==> src/rtl/core/assert_macros.svh <==
// assertion macros shared by the rtl
`ifndef ASSERT_MACROS_SVH
`define ASSERT_MACROS_SVH

// checked at every clock edge outside of reset
`define DEQ_ASSERT(lbl, prop, msg) \
  lbl: assert property (@(posedge clk) disable iff (!rst_n) (prop)) else $error(msg);

// checked at every clock edge, reset included
`define DEQ_ASSERT_ALWAYS(lbl, prop, msg) \
  lbl: assert property (@(posedge clk) (prop)) else $error(msg);

`endif

==> src/rtl/core/deq_pkg.sv <==
// types and constants of the deadline event queue
package deq_pkg;

  localparam int ID_W  = 32;
  localparam int DL_W  = 32;
  localparam int PR_W  = 4;
  localparam int REG_W = 32;
  localparam int IDX_W = 2;

  typedef logic [1:0] func_t;
  localparam func_t FUNC_INSERT = 2'd0;
  localparam func_t FUNC_REMOVE = 2'd1;
  localparam func_t FUNC_CHECK  = 2'd2;

  typedef logic [1:0] status_t;
  localparam status_t ST_OK        = 2'd0;
  localparam status_t ST_FULL      = 2'd1;
  localparam status_t ST_NOT_FOUND = 2'd2;
  localparam status_t ST_NONE_DUE  = 2'd3;

  typedef logic [1:0] action_t;
  localparam action_t ACT_NONE    = 2'd0;
  localparam action_t ACT_DISCARD = 2'd1;
  localparam action_t ACT_EXECUTE = 2'd2;

  typedef logic [IDX_W-1:0] reg_idx_t;
  localparam reg_idx_t REG_EXPIRY_WINDOW   = 2'd0;
  localparam reg_idx_t REG_EXEMPT_PRIORITY = 2'd1;

  localparam logic [REG_W-1:0] EXPIRY_WINDOW_RST   = 32'd1800;
  localparam logic [PR_W-1:0]  EXEMPT_PRIORITY_RST = 4'd10;

  typedef struct packed {
    logic [DL_W-1:0] deadline;
    logic [PR_W-1:0] priority_lvl;
    logic [ID_W-1:0] id;
  } slot_t;

  localparam int SLOT_W = $bits(slot_t);

endpackage

==> src/rtl/core/deq_in_if.sv <==
// request channel of the deadline event queue
interface deq_in_if;
  logic                       valid;
  logic                       ready;
  deq_pkg::func_t             func;
  logic [deq_pkg::DL_W-1:0]   deadline;
  logic [deq_pkg::PR_W-1:0]   priority_req;
  logic [deq_pkg::ID_W-1:0]   target_id;
  logic [deq_pkg::DL_W-1:0]   now_time;

  modport source (output valid, func, deadline, priority_req, target_id, now_time,
                  input ready);
  modport sink (input valid, func, deadline, priority_req, target_id, now_time,
                output ready);
endinterface

==> src/rtl/core/deq_out_if.sv <==
// result channel of the deadline event queue
interface deq_out_if #(
  parameter int CNT_W = 5
);
  logic                       valid;
  logic                       ready;
  deq_pkg::status_t           status;
  deq_pkg::action_t           action;
  logic [deq_pkg::ID_W-1:0]   evt_id;
  logic [deq_pkg::DL_W-1:0]   event_deadline;
  logic [deq_pkg::PR_W-1:0]   evt_prio;
  logic [CNT_W-1:0]           occupancy;

  modport source (output valid, status, action, evt_id, event_deadline,
                  evt_prio, occupancy, input ready);
  modport sink (input valid, status, action, evt_id, event_deadline,
                evt_prio, occupancy, output ready);
endinterface

==> src/rtl/core/deq_cfg_if.sv <==
// register write channel of the deadline event queue
interface deq_cfg_if;
  logic                        valid;
  logic                        ready;
  deq_pkg::reg_idx_t           index;
  logic [deq_pkg::REG_W-1:0]   data;

  modport source (output valid, index, data, input ready);
  modport sink (input valid, index, data, output ready);
endinterface

==> src/rtl/core/deq_ram.sv <==
// generic simple dual port ram with registered read
module deq_ram #(
  parameter int WIDTH = 8,
  parameter int DEPTH = 16
) (
  input  logic                     clk,
  input  logic                     we,
  input  logic [$clog2(DEPTH)-1:0] waddr,
  input  logic [WIDTH-1:0]         wdata,
  input  logic [$clog2(DEPTH)-1:0] raddr,
  output logic [WIDTH-1:0]         rdata
);

  logic [WIDTH-1:0] mem [DEPTH];

  always_ff @(posedge clk) begin
    if (we) begin
      mem[waddr] <= wdata;
    end
    rdata <= mem[raddr];
  end

endmodule

==> src/rtl/core/deadline_event_queue.sv <==
// deadline event queue: sorted slot memory with a scanning sequencer
//
// Requests come in on in_ch (insert, remove by id, check for a due event),
// one result per request leaves on out_ch, and the two registers (expiry
// window, exempt priority) are written through the always ready cfg_ch,
// by the user only while idle; not enforced. All channels use valid/ready.
// Slots live in one memory, ordered from latest deadline at slot 0 to the
// earliest at the top of the fill count. A request is worked on alone and
// walks the memory through its single read port, one slot per cycle:
//   insert: scan down and shift up, then write
//   remove: scan up, shifting down after the match
//   check:  read the earliest slot
// A refused insert, an unused code and a remove or check on an empty queue
// go straight to the finish state, an empty-queue insert to the write.
// The result register frees the sequencer: the next request is taken while
// a result waits; a finished request holds in its last state until the
// result register is free. Reset empties the queue, restarts ids at zero
// and restores the register defaults; the slot memory is not cleared, as
// only slots below the fill count are ever read.
module deadline_event_queue #(
  parameter int QUEUE_DEPTH = 16
) (
  input  logic       clk,
  input  logic       rst_n,
  deq_in_if.sink     in_ch,
  deq_out_if.source  out_ch,
  deq_cfg_if.sink    cfg_ch
);

  `include "assert_macros.svh"

  localparam int AW = $clog2(QUEUE_DEPTH);
  localparam int CW = $clog2(QUEUE_DEPTH + 1);

  typedef enum logic [6:0] {
    S_IDLE   = 7'b0000001,
    S_INS    = 7'b0000010,
    S_WNEW   = 7'b0000100,
    S_REM    = 7'b0001000,
    S_CHK_RD = 7'b0010000,
    S_CHK_EV = 7'b0100000,
    S_FIN    = 7'b1000000
  } state_t;

  state_t state_r, state_nxt;

  logic [CW-1:0]               cnt_r, cnt_nxt;
  logic [deq_pkg::ID_W-1:0]    next_id_r, next_id_nxt;
  logic [deq_pkg::REG_W-1:0]   window_r;
  logic [deq_pkg::PR_W-1:0]    exempt_r;

  // request operands
  logic [deq_pkg::DL_W-1:0]    dl_r, dl_nxt;
  logic [deq_pkg::PR_W-1:0]    pr_r, pr_nxt;
  logic [deq_pkg::ID_W-1:0]    tid_r, tid_nxt;
  logic [deq_pkg::DL_W-1:0]    now_r, now_nxt;

  // scan control
  logic [AW-1:0]               rd_idx_r, rd_idx_nxt;
  logic                        rd_more_r, rd_more_nxt;
  logic                        ev_vld_r, ev_vld_nxt;
  logic [AW-1:0]               ev_idx_r, ev_idx_nxt;
  logic                        found_r, found_nxt;
  logic [AW-1:0]               wpos_r, wpos_nxt;

  // pending result
  deq_pkg::status_t            res_status_r, res_status_nxt;
  deq_pkg::action_t            res_action_r, res_action_nxt;
  logic [deq_pkg::ID_W-1:0]    res_id_r, res_id_nxt;
  logic [deq_pkg::DL_W-1:0]    res_dl_r, res_dl_nxt;
  logic [deq_pkg::PR_W-1:0]    res_pr_r, res_pr_nxt;

  // output register
  logic                        out_valid_r, out_valid_nxt;
  deq_pkg::status_t            out_status_r, out_status_nxt;
  deq_pkg::action_t            out_action_r, out_action_nxt;
  logic [deq_pkg::ID_W-1:0]    out_id_r, out_id_nxt;
  logic [deq_pkg::DL_W-1:0]    out_dl_r, out_dl_nxt;
  logic [deq_pkg::PR_W-1:0]    out_pr_r, out_pr_nxt;
  logic [CW-1:0]               out_occ_r, out_occ_nxt;

  // memory port
  logic                        ram_we;
  logic [AW-1:0]               ram_waddr;
  deq_pkg::slot_t              ram_wslot;
  logic [deq_pkg::SLOT_W-1:0]  ram_rdata;
  deq_pkg::slot_t              rd_slot;

  logic                        in_fire;
  logic                        cfg_fire;
  logic [AW-1:0]               last_idx;
  logic [deq_pkg::DL_W-1:0]    late_by;
  logic                        id_match;
  logic [CW-1:0]               cnt_p1;

  assign in_ch.ready  = (state_r == S_IDLE);
  assign in_fire      = in_ch.valid && in_ch.ready;
  assign cfg_ch.ready = 1'b1;
  assign cfg_fire     = cfg_ch.valid;

  assign rd_slot  = deq_pkg::slot_t'(ram_rdata);
  assign last_idx = AW'(cnt_r - CW'(1));
  assign late_by  = now_r - rd_slot.deadline;
  assign id_match = (rd_slot.id == tid_r);
  assign cnt_p1   = cnt_r + CW'(1);

  deq_ram #(
    .WIDTH (deq_pkg::SLOT_W),
    .DEPTH (QUEUE_DEPTH)
  ) u_slot_ram (
    .clk   (clk),
    .we    (ram_we),
    .waddr (ram_waddr),
    .wdata (ram_wslot),
    .raddr (rd_idx_r),
    .rdata (ram_rdata)
  );

  always_comb begin
    state_nxt      = state_r;
    cnt_nxt        = cnt_r;
    next_id_nxt    = next_id_r;
    dl_nxt         = dl_r;
    pr_nxt         = pr_r;
    tid_nxt        = tid_r;
    now_nxt        = now_r;
    rd_idx_nxt     = rd_idx_r;
    rd_more_nxt    = rd_more_r;
    ev_vld_nxt     = 1'b0;
    ev_idx_nxt     = ev_idx_r;
    found_nxt      = found_r;
    wpos_nxt       = wpos_r;
    res_status_nxt = res_status_r;
    res_action_nxt = res_action_r;
    res_id_nxt     = res_id_r;
    res_dl_nxt     = res_dl_r;
    res_pr_nxt     = res_pr_r;
    ram_we         = 1'b0;
    ram_waddr      = ev_idx_r;
    ram_wslot      = rd_slot;

    // read issue shared by both scans
    if ((state_r == S_INS || state_r == S_REM) && rd_more_r) begin
      ev_vld_nxt = 1'b1;
      ev_idx_nxt = rd_idx_r;
    end

    case (state_r)
      S_IDLE: begin
        if (in_fire) begin
          dl_nxt         = in_ch.deadline;
          pr_nxt         = in_ch.priority_req;
          tid_nxt        = in_ch.target_id;
          now_nxt        = in_ch.now_time;
          res_status_nxt = deq_pkg::ST_OK;
          res_action_nxt = deq_pkg::ACT_NONE;
          res_id_nxt     = '0;
          res_dl_nxt     = '0;
          res_pr_nxt     = '0;
          found_nxt      = 1'b0;
          rd_more_nxt    = 1'b1;
          case (in_ch.func)
            deq_pkg::FUNC_INSERT: begin
              if (cnt_r == CW'(QUEUE_DEPTH)) begin
                res_status_nxt = deq_pkg::ST_FULL;
                state_nxt      = S_FIN;
              end else if (cnt_r == '0) begin
                wpos_nxt  = '0;
                state_nxt = S_WNEW;
              end else begin
                rd_idx_nxt = last_idx;
                state_nxt  = S_INS;
              end
            end
            deq_pkg::FUNC_REMOVE: begin
              if (cnt_r == '0) begin
                res_status_nxt = deq_pkg::ST_NOT_FOUND;
                state_nxt      = S_FIN;
              end else begin
                rd_idx_nxt = '0;
                state_nxt  = S_REM;
              end
            end
            deq_pkg::FUNC_CHECK: begin
              if (cnt_r == '0) begin
                res_status_nxt = deq_pkg::ST_NONE_DUE;
                state_nxt      = S_FIN;
              end else begin
                rd_idx_nxt = last_idx;
                state_nxt  = S_CHK_RD;
              end
            end
            default: begin
              state_nxt = S_FIN;
            end
          endcase
        end
      end

      S_INS: begin
        // walk down from the earliest slot, moving earlier-deadline ones up
        if (rd_more_r) begin
          if (rd_idx_r == '0) begin
            rd_more_nxt = 1'b0;
          end else begin
            rd_idx_nxt = rd_idx_r - AW'(1);
          end
        end
        if (ev_vld_r) begin
          if (rd_slot.deadline >= dl_r) begin
            wpos_nxt   = ev_idx_r + AW'(1);
            ev_vld_nxt = 1'b0;
            state_nxt  = S_WNEW;
          end else begin
            ram_we    = 1'b1;
            ram_waddr = ev_idx_r + AW'(1);
            if (ev_idx_r == '0) begin
              wpos_nxt   = '0;
              ev_vld_nxt = 1'b0;
              state_nxt  = S_WNEW;
            end
          end
        end
      end

      S_WNEW: begin
        ram_we                 = 1'b1;
        ram_waddr              = wpos_r;
        ram_wslot.deadline     = dl_r;
        ram_wslot.priority_lvl = pr_r;
        ram_wslot.id           = next_id_r;
        res_id_nxt             = next_id_r;
        next_id_nxt            = next_id_r + deq_pkg::ID_W'(1);
        cnt_nxt                = cnt_r + CW'(1);
        state_nxt              = S_FIN;
      end

      S_REM: begin
        // walk up from slot 0; after the first match every slot moves down
        if (rd_more_r) begin
          if (rd_idx_r == last_idx) begin
            rd_more_nxt = 1'b0;
          end else begin
            rd_idx_nxt = rd_idx_r + AW'(1);
          end
        end
        if (ev_vld_r) begin
          if (found_r) begin
            ram_we    = 1'b1;
            ram_waddr = ev_idx_r - AW'(1);
          end else if (id_match) begin
            found_nxt = 1'b1;
          end
          if (ev_idx_r == last_idx) begin
            ev_vld_nxt = 1'b0;
            state_nxt  = S_FIN;
            if (found_r || id_match) begin
              cnt_nxt    = cnt_r - CW'(1);
              res_id_nxt = tid_r;
            end else begin
              res_status_nxt = deq_pkg::ST_NOT_FOUND;
            end
          end
        end
      end

      S_CHK_RD: begin
        state_nxt = S_CHK_EV;
      end

      S_CHK_EV: begin
        state_nxt = S_FIN;
        if (now_r < rd_slot.deadline) begin
          res_status_nxt = deq_pkg::ST_NONE_DUE;
        end else begin
          res_id_nxt = rd_slot.id;
          res_dl_nxt = rd_slot.deadline;
          res_pr_nxt = rd_slot.priority_lvl;
          cnt_nxt    = cnt_r - CW'(1);
          if (late_by > window_r && rd_slot.priority_lvl < exempt_r) begin
            res_action_nxt = deq_pkg::ACT_DISCARD;
          end else begin
            res_action_nxt = deq_pkg::ACT_EXECUTE;
          end
        end
      end

      S_FIN: begin
        if (!out_valid_r || out_ch.ready) begin
          state_nxt = S_IDLE;
        end
      end

      default: begin
        state_nxt = S_IDLE;
      end
    endcase
  end

  // output register
  always_comb begin
    out_valid_nxt  = out_valid_r;
    out_status_nxt = out_status_r;
    out_action_nxt = out_action_r;
    out_id_nxt     = out_id_r;
    out_dl_nxt     = out_dl_r;
    out_pr_nxt     = out_pr_r;
    out_occ_nxt    = out_occ_r;
    if (out_valid_r && out_ch.ready) begin
      out_valid_nxt = 1'b0;
    end
    if (state_r == S_FIN && (!out_valid_r || out_ch.ready)) begin
      out_valid_nxt  = 1'b1;
      out_status_nxt = res_status_r;
      out_action_nxt = res_action_r;
      out_id_nxt     = res_id_r;
      out_dl_nxt     = res_dl_r;
      out_pr_nxt     = res_pr_r;
      out_occ_nxt    = cnt_r;
    end
  end

  assign out_ch.valid          = out_valid_r;
  assign out_ch.status         = out_status_r;
  assign out_ch.action         = out_action_r;
  assign out_ch.evt_id         = out_id_r;
  assign out_ch.event_deadline = out_dl_r;
  assign out_ch.evt_prio       = out_pr_r;
  assign out_ch.occupancy      = out_occ_r;

  always_ff @(posedge clk) begin
    if (!rst_n) begin
      state_r     <= S_IDLE;
      cnt_r       <= '0;
      next_id_r   <= '0;
      window_r    <= deq_pkg::EXPIRY_WINDOW_RST;
      exempt_r    <= deq_pkg::EXEMPT_PRIORITY_RST;
      rd_more_r   <= 1'b0;
      ev_vld_r    <= 1'b0;
      found_r     <= 1'b0;
      out_valid_r <= 1'b0;
    end else begin
      state_r     <= state_nxt;
      cnt_r       <= cnt_nxt;
      next_id_r   <= next_id_nxt;
      rd_more_r   <= rd_more_nxt;
      ev_vld_r    <= ev_vld_nxt;
      found_r     <= found_nxt;
      out_valid_r <= out_valid_nxt;
      if (cfg_fire) begin
        case (cfg_ch.index)
          deq_pkg::REG_EXPIRY_WINDOW:   window_r <= cfg_ch.data;
          deq_pkg::REG_EXEMPT_PRIORITY: exempt_r <= cfg_ch.data[deq_pkg::PR_W-1:0];
          default: ;
        endcase
      end
    end
  end

  always_ff @(posedge clk) begin
    dl_r         <= dl_nxt;
    pr_r         <= pr_nxt;
    tid_r        <= tid_nxt;
    now_r        <= now_nxt;
    rd_idx_r     <= rd_idx_nxt;
    ev_idx_r     <= ev_idx_nxt;
    wpos_r       <= wpos_nxt;
    res_status_r <= res_status_nxt;
    res_action_r <= res_action_nxt;
    res_id_r     <= res_id_nxt;
    res_dl_r     <= res_dl_nxt;
    res_pr_r     <= res_pr_nxt;
    out_status_r <= out_status_nxt;
    out_action_r <= out_action_nxt;
    out_id_r     <= out_id_nxt;
    out_dl_r     <= out_dl_nxt;
    out_pr_r     <= out_pr_nxt;
    out_occ_r    <= out_occ_nxt;
  end

  `DEQ_ASSERT(a_cnt_bound, cnt_r <= CW'(QUEUE_DEPTH), "fill count above queue depth")
  `DEQ_ASSERT(a_id_ins, $changed(next_id_r) |-> cnt_r == $past(cnt_p1), "id without insert")
  `DEQ_ASSERT_ALWAYS(a_no_idle_write, ram_we |-> state_r != S_IDLE, "slot write while idle")

endmodule

==> src/flat_wrapper.sv <==
// flat-port wrapper written by rule: the top's interface ports become plain ports
module deadline_event_queue_flat 
#(
  parameter int QUEUE_DEPTH = 16
)
  (clk, rst_n, in_ch_valid, in_ch_func, in_ch_deadline, in_ch_priority_req, in_ch_target_id, in_ch_now_time, in_ch_ready, out_ch_valid, out_ch_status, out_ch_action, out_ch_evt_id, out_ch_event_deadline, out_ch_evt_prio, out_ch_occupancy, out_ch_ready, cfg_ch_valid, cfg_ch_index, cfg_ch_data, cfg_ch_ready);
  deq_in_if in_ch_i ();
  deq_out_if out_ch_i ();
  deq_cfg_if cfg_ch_i ();
  input  logic clk;
  input  logic rst_n;
  input wire logic [$bits(in_ch_i.valid)-1:0] in_ch_valid;
  input wire logic [$bits(in_ch_i.func)-1:0] in_ch_func;
  input wire logic [$bits(in_ch_i.deadline)-1:0] in_ch_deadline;
  input wire logic [$bits(in_ch_i.priority_req)-1:0] in_ch_priority_req;
  input wire logic [$bits(in_ch_i.target_id)-1:0] in_ch_target_id;
  input wire logic [$bits(in_ch_i.now_time)-1:0] in_ch_now_time;
  output wire logic [$bits(in_ch_i.ready)-1:0] in_ch_ready;
  output wire logic [$bits(out_ch_i.valid)-1:0] out_ch_valid;
  output wire logic [$bits(out_ch_i.status)-1:0] out_ch_status;
  output wire logic [$bits(out_ch_i.action)-1:0] out_ch_action;
  output wire logic [$bits(out_ch_i.evt_id)-1:0] out_ch_evt_id;
  output wire logic [$bits(out_ch_i.event_deadline)-1:0] out_ch_event_deadline;
  output wire logic [$bits(out_ch_i.evt_prio)-1:0] out_ch_evt_prio;
  output wire logic [$bits(out_ch_i.occupancy)-1:0] out_ch_occupancy;
  input wire logic [$bits(out_ch_i.ready)-1:0] out_ch_ready;
  input wire logic [$bits(cfg_ch_i.valid)-1:0] cfg_ch_valid;
  input wire logic [$bits(cfg_ch_i.index)-1:0] cfg_ch_index;
  input wire logic [$bits(cfg_ch_i.data)-1:0] cfg_ch_data;
  output wire logic [$bits(cfg_ch_i.ready)-1:0] cfg_ch_ready;
  assign in_ch_i.valid = in_ch_valid;
  assign in_ch_i.func = in_ch_func;
  assign in_ch_i.deadline = in_ch_deadline;
  assign in_ch_i.priority_req = in_ch_priority_req;
  assign in_ch_i.target_id = in_ch_target_id;
  assign in_ch_i.now_time = in_ch_now_time;
  assign in_ch_ready = in_ch_i.ready;
  assign out_ch_valid = out_ch_i.valid;
  assign out_ch_status = out_ch_i.status;
  assign out_ch_action = out_ch_i.action;
  assign out_ch_evt_id = out_ch_i.evt_id;
  assign out_ch_event_deadline = out_ch_i.event_deadline;
  assign out_ch_evt_prio = out_ch_i.evt_prio;
  assign out_ch_occupancy = out_ch_i.occupancy;
  assign out_ch_i.ready = out_ch_ready;
  assign cfg_ch_i.valid = cfg_ch_valid;
  assign cfg_ch_i.index = cfg_ch_index;
  assign cfg_ch_i.data = cfg_ch_data;
  assign cfg_ch_ready = cfg_ch_i.ready;
  deadline_event_queue #(.QUEUE_DEPTH(QUEUE_DEPTH)) u_core (.clk(clk), .rst_n(rst_n), .in_ch(in_ch_i), .out_ch(out_ch_i), .cfg_ch(cfg_ch_i));
endmodule
==> config.mk <==
export PLATFORM = sky130hd
export DESIGN_NAME = deadline_event_queue_flat
export DESIGN_NICKNAME = d
export VERILOG_FILES = /design/src/rtl/core/deq_pkg.sv /design/src/rtl/core/deq_in_if.sv /design/src/rtl/core/deq_out_if.sv /design/src/rtl/core/deq_cfg_if.sv /design/src/rtl/core/deq_ram.sv /design/src/rtl/core/deadline_event_queue.sv /design/src/flat_wrapper.sv
export VERILOG_INCLUDE_DIRS = /design/src /design/src/rtl/core
export SDC_FILE = /design/constraint.sdc
export NUM_CORES = 2
export LEC_CHECK = 0
export BUFFER_PORTS_ARGS = -buffer_cell sky130_fd_sc_hd__buf_2
export CAP_MARGIN = 25
export CORE_ASPECT_RATIO = 0.7
export CORE_UTILIZATION = 60
export CTS_CLUSTER_DIAMETER = 120
export CTS_CLUSTER_SIZE = 24
export DETAILED_ROUTE_END_ITERATION = 16
export GPL_TIMING_DRIVEN = 0
export PLACE_DENSITY = 0.74
export SKIP_LAST_GASP = 1
export SLEW_MARGIN = 40
export SYNTH_ARGS = -nofsm -noshare
export SYNTH_HDL_FRONTEND = slang
export SYNTH_HIERARCHICAL = 1
export SYNTH_SLANG_ARGS = --single-unit
==> constraint.sdc <==
create_clock -name clk -period 19.7 [get_ports clk]
set_input_delay 3.94 -clock clk [delete_from_list [all_inputs] [get_ports clk]]
set_output_delay 3.94 -clock clk [all_outputs]
set_load 0.01 [all_outputs]
==> impl_summary.md <==
Die
The die area is 100000 um^2. In this run the horizontal extent of the chip is 378 um. The floorplan has 96 rows.

From bottom edge to top edge, the die measures 265 um. 221 I/O pins were placed. For this configuration, the core starts out at a cell density of between 60% and 70%. The placeable core region is 97900 um^2.

Synth
In the synthesized netlist, the cells that appear most often are edfxtp_1 (1349), nand2_1 (362), mux4_2 (272). The sequential-to-total area share from yosys stat is 73.5%. Counting every net in the synthesized netlist gives 3630. The biggest area contributor in the post-synthesis netlist is edfxtp_1. The cell count after synthesis is roughly 3400.

The most instantiated library cell after synthesis is edfxtp_1. The number of different library cells used by synthesis comes to 75. The yosys synthesis warning count is 6. The cell area after synthesis is 59300 um^2. The primary flip-flop cell chosen by synthesis mapping is edfxtp_1. In the post-synthesis netlist, the biggest area contributors are edfxtp_1 (68%), mux4_2 (10%), dfxtp_1 (5.1%). Averaged over all synthesized cells, the footprint is about 18 um^2. The flip-flop and latch count after synthesis is 1501. Counting flops with an async set or reset pin after synthesis yields a share of 0%.

The number of enable-type register cells in the synthesized netlist is 1349. The fraction of post-synthesis cell area in the top cell type by area is 68.3%.

Layout
The number of non-filler instances in the completed layout is 5195. The net count of the finished layout is between 4000 and 5000. In the final layout, the multi-input gates occupy 14900 um^2. Relative to the synthesized area, the layout overhead comes to 12.4%. The antenna cell count is 0. In the final layout, the share of cells above drive strength 1 is 22.1%. Cells fill between 60% and 70% of the core in the end.

Summing all flip-flop and latch instances after layout gives roughly 44000 um^2. Fill cells in the final layout number 6239.

Clock network
Clock-pin slew was measured on the worst setup and hold paths at approximately 0.09 ns. The clock reaches the later pin of the worst-skew pair after approximately 0.67 ns. The CTS buffer count is 72. Clock tree synthesis found a total of 1501 sinks. The number of setup buffers added after CTS is 0. The worst-case clock buffer depth is 3. The H-tree generated during clock tree synthesis spans 3 levels. The cell at the root of the clock tree is clkbuf_16. Buffers inserted to repair hold after CTS numbered 0. The CTS tree is done. The number of resized instances in the post-cts repair step is 0.

Drt
The number of vias after detailed routing is 33700. The final antenna-violating net count is 0. The routed design has 152 mm of wire. The initial DRC count is 4888. After detailed routing, the average wire length per cell comes to just under 30 um. The first-pass iteration count of the detailed router is 6.

In the routed layout, each cell is associated on average with a via count of 6.49. The residual DRC count is 0.

STA
The relative slew slack is 37.8%. The number of endpoints failing setup at the final stage is 0. Setup total negative slack on the finished layout was measured at 0 ns. The actual slew at the worst max-slew pin is 0.932 ns. The final worst slack is 13.53 ns. The post-route clock period utilization is between 30% and 40%. The maximum frequency from static timing analysis is about 160 MHz.

The worst path needs 6.17 ns of the cycle, external delays included. The final hold violation count was 0. Across the routed clock network, the largest skew measured is ~0.025 ns.

The worst hold slack across all endpoints is 0.419 ns. The number of slew-limit violations in the final report is 0. Setup repair after global routing left no endpoint under its margin.

Worst hold path
The worst hold path stage count is 0. The class of the tightest hold or removal check is flop to flop.

Global routing
Entering global routing, the biggest net connects between 60 and 70 pins. The total congestion overflow after global routing is 0. The initial antenna violation count came to 4.

The first global-routing pass estimated between 200 and 250 mm of wire. The overall fraction of global-route tracks in use is 30.6%. The via count of the first global-routing pass is around 32000.

Worst setup path
The maximum fanout encountered on the critical timing path is 9. The type of the worst setup path is flop to primary output. The startpoint class of the critical path is a flop. At the worst endpoint, the required time is 15.76 ns. Data on the critical path arrives at its endpoint at 2.23 ns. For the worst flop-to-flop path, the logic depth is 18.

The critical path capture point type is a primary output.

Flow run
The tool flagged a number of max-cap violations equal to 0.

Placed design
The port buffer count is approximately 220. The placed instance count is 5065. The routability congestion estimate is between 0.9 and 1. The sum of net half-perimeters after detailed placement is 108 mm. Timing analysis after detailed placement gives a worst setup slack of 14.02 ns.

Power
For this design the static power due to leakage is 23.1 nW. The power per cell area is around 90 nW/um^2. The peak supply drop is 0.0761 mV.

Status
The flow ran to the end, and the final reports show no timing, DRC or antenna violations.
[critical path, cell delays in order, from the launching register on]
cell and delay (ns):
dfxtp_1 0.39, nor3_4 0.28, and2_1 0.18, nand3b_1 0.29
inv_1 0.26, buf_2 0.17
[where the power goes]
part,internal (mW),switching (mW),leakage [nW]
Clock,0.733,0.951,1.01
Combinational,0.237,0.431,8.48
Sequential,3.62,0.0527,13.6
[worst paths after layout]
kind,slack (ns),from,to
max,13.53,u_core/state_r[1]$_SDFFE_PN0P_,in_ch_ready
min,0.42,u_core/res_id_r[17]$_DFFE_PP_,u_core/out_ch.evt_id[17]$_DFFE_PP_
max reg2reg,13.79,u_core/dl_r[25]$_DFFE_PP_,u_core/u_slot_ram/mem[8][60]$_DFFE_PP_
min reg2reg,0.42,u_core/res_id_r[17]$_DFFE_PP_,u_core/out_ch.evt_id[17]$_DFFE_PP_
[placed cells by master (no fill, tap or decap), types with 7 or more instances in the layout]
cell       count
edfxtp_1    1349
nand2_1      362
buf_2        274
mux4_2       272
a22oi_1      170
dfxtp_1      152
clkbuf_1     126
inv_1        118
ha_1         106
nor2_1        86
clkbuf_16     76
a21oi_1       65
xor2_1        54
buf_4         53
xnor2_1       49
buf_16        43
and2_1        38
a21o_1        35
a21boi_0      35
o21ai_0       33
o21ai_2       32
buf_8         32
nand4_1       29
nand3_1       28
clkbuf_2      22
nor2b_1       21
nand2b_1      16
nor4_1        16
and3_1        13
o21a_1        12
nor2_4        12
o211ai_1      11
nand3b_1       7
mux2i_1        7
a31oi_1        7
nor3_1         7
or3_1          7
[state kept, by name (all words and copies together) (netlist names), 5 cells and up]
register and count:
u_core/next_id_r 32, u_core/tid_r 32, u_core/state_r 7, u_core/res_id_r 32
u_core/res_dl_r 32, u_core/out_ch.occupancy 5, u_core/u_slot_ram/mem 1088, u_core/window_r 32
u_core/u_slot_ram/rdata 68, u_core/cnt_r 5, u_core/out_ch.event_deadline 32, u_core/now_r 32
u_core/out_ch.evt_id 32, u_core/dl_r 32
[cell families (layout without fill, tap and decap cells)]
| kind of cell | after synthesis | in the layout | synth area share, % |
|---|---|---|---|
| compound gates | 447 | 447 | 5.19 |
| buf+inv | 265 | 756 | 1.81 |
| fa+ha+maj | 108 | 108 | 2.30 |
| other cells | 1 | 1 | 0.00633 |
| xor+xnor | 103 | 103 | 1.52 |
| mux | 279 | 279 | 10.5 |
| flops | 1501 | 1501 | 73.5 |
| simple gates | 677 | 677 | 5.26 |
[per-stage QoR]
stage	cell area, um^2	power [mW]
global placement	62000	4.37
global route	66600	6.21
CTS	66600	6.04
floorplan	59300	4.14
detailed placement	64400	4.40
finish	66600	6.03
[cell type report]
type                            count  area share (%)
Inverter                          119           0.682
Clock inverter                      3          0.0620
Buffer                            146           0.990
Timing Repair Buffer              363            4.86
Sequential cell                  1501            65.4
Tap cell                         1323            2.48
Clock buffer                      125            3.13
Multi-Input combinational cell   1615            22.4
[per-layer routing]
layer / vias up / global-route usage (%) / routed length [um]
met4: 2 / 6.88 / 3130
met3: 205 / 8.38 / 21200
li1: 14100 / - / -
met2: 2273 / 44.1 / 66600
met1: 17200 / 47.1 / 60900
met5: - / 0 / 7
(Power assumes the default switching activity.)
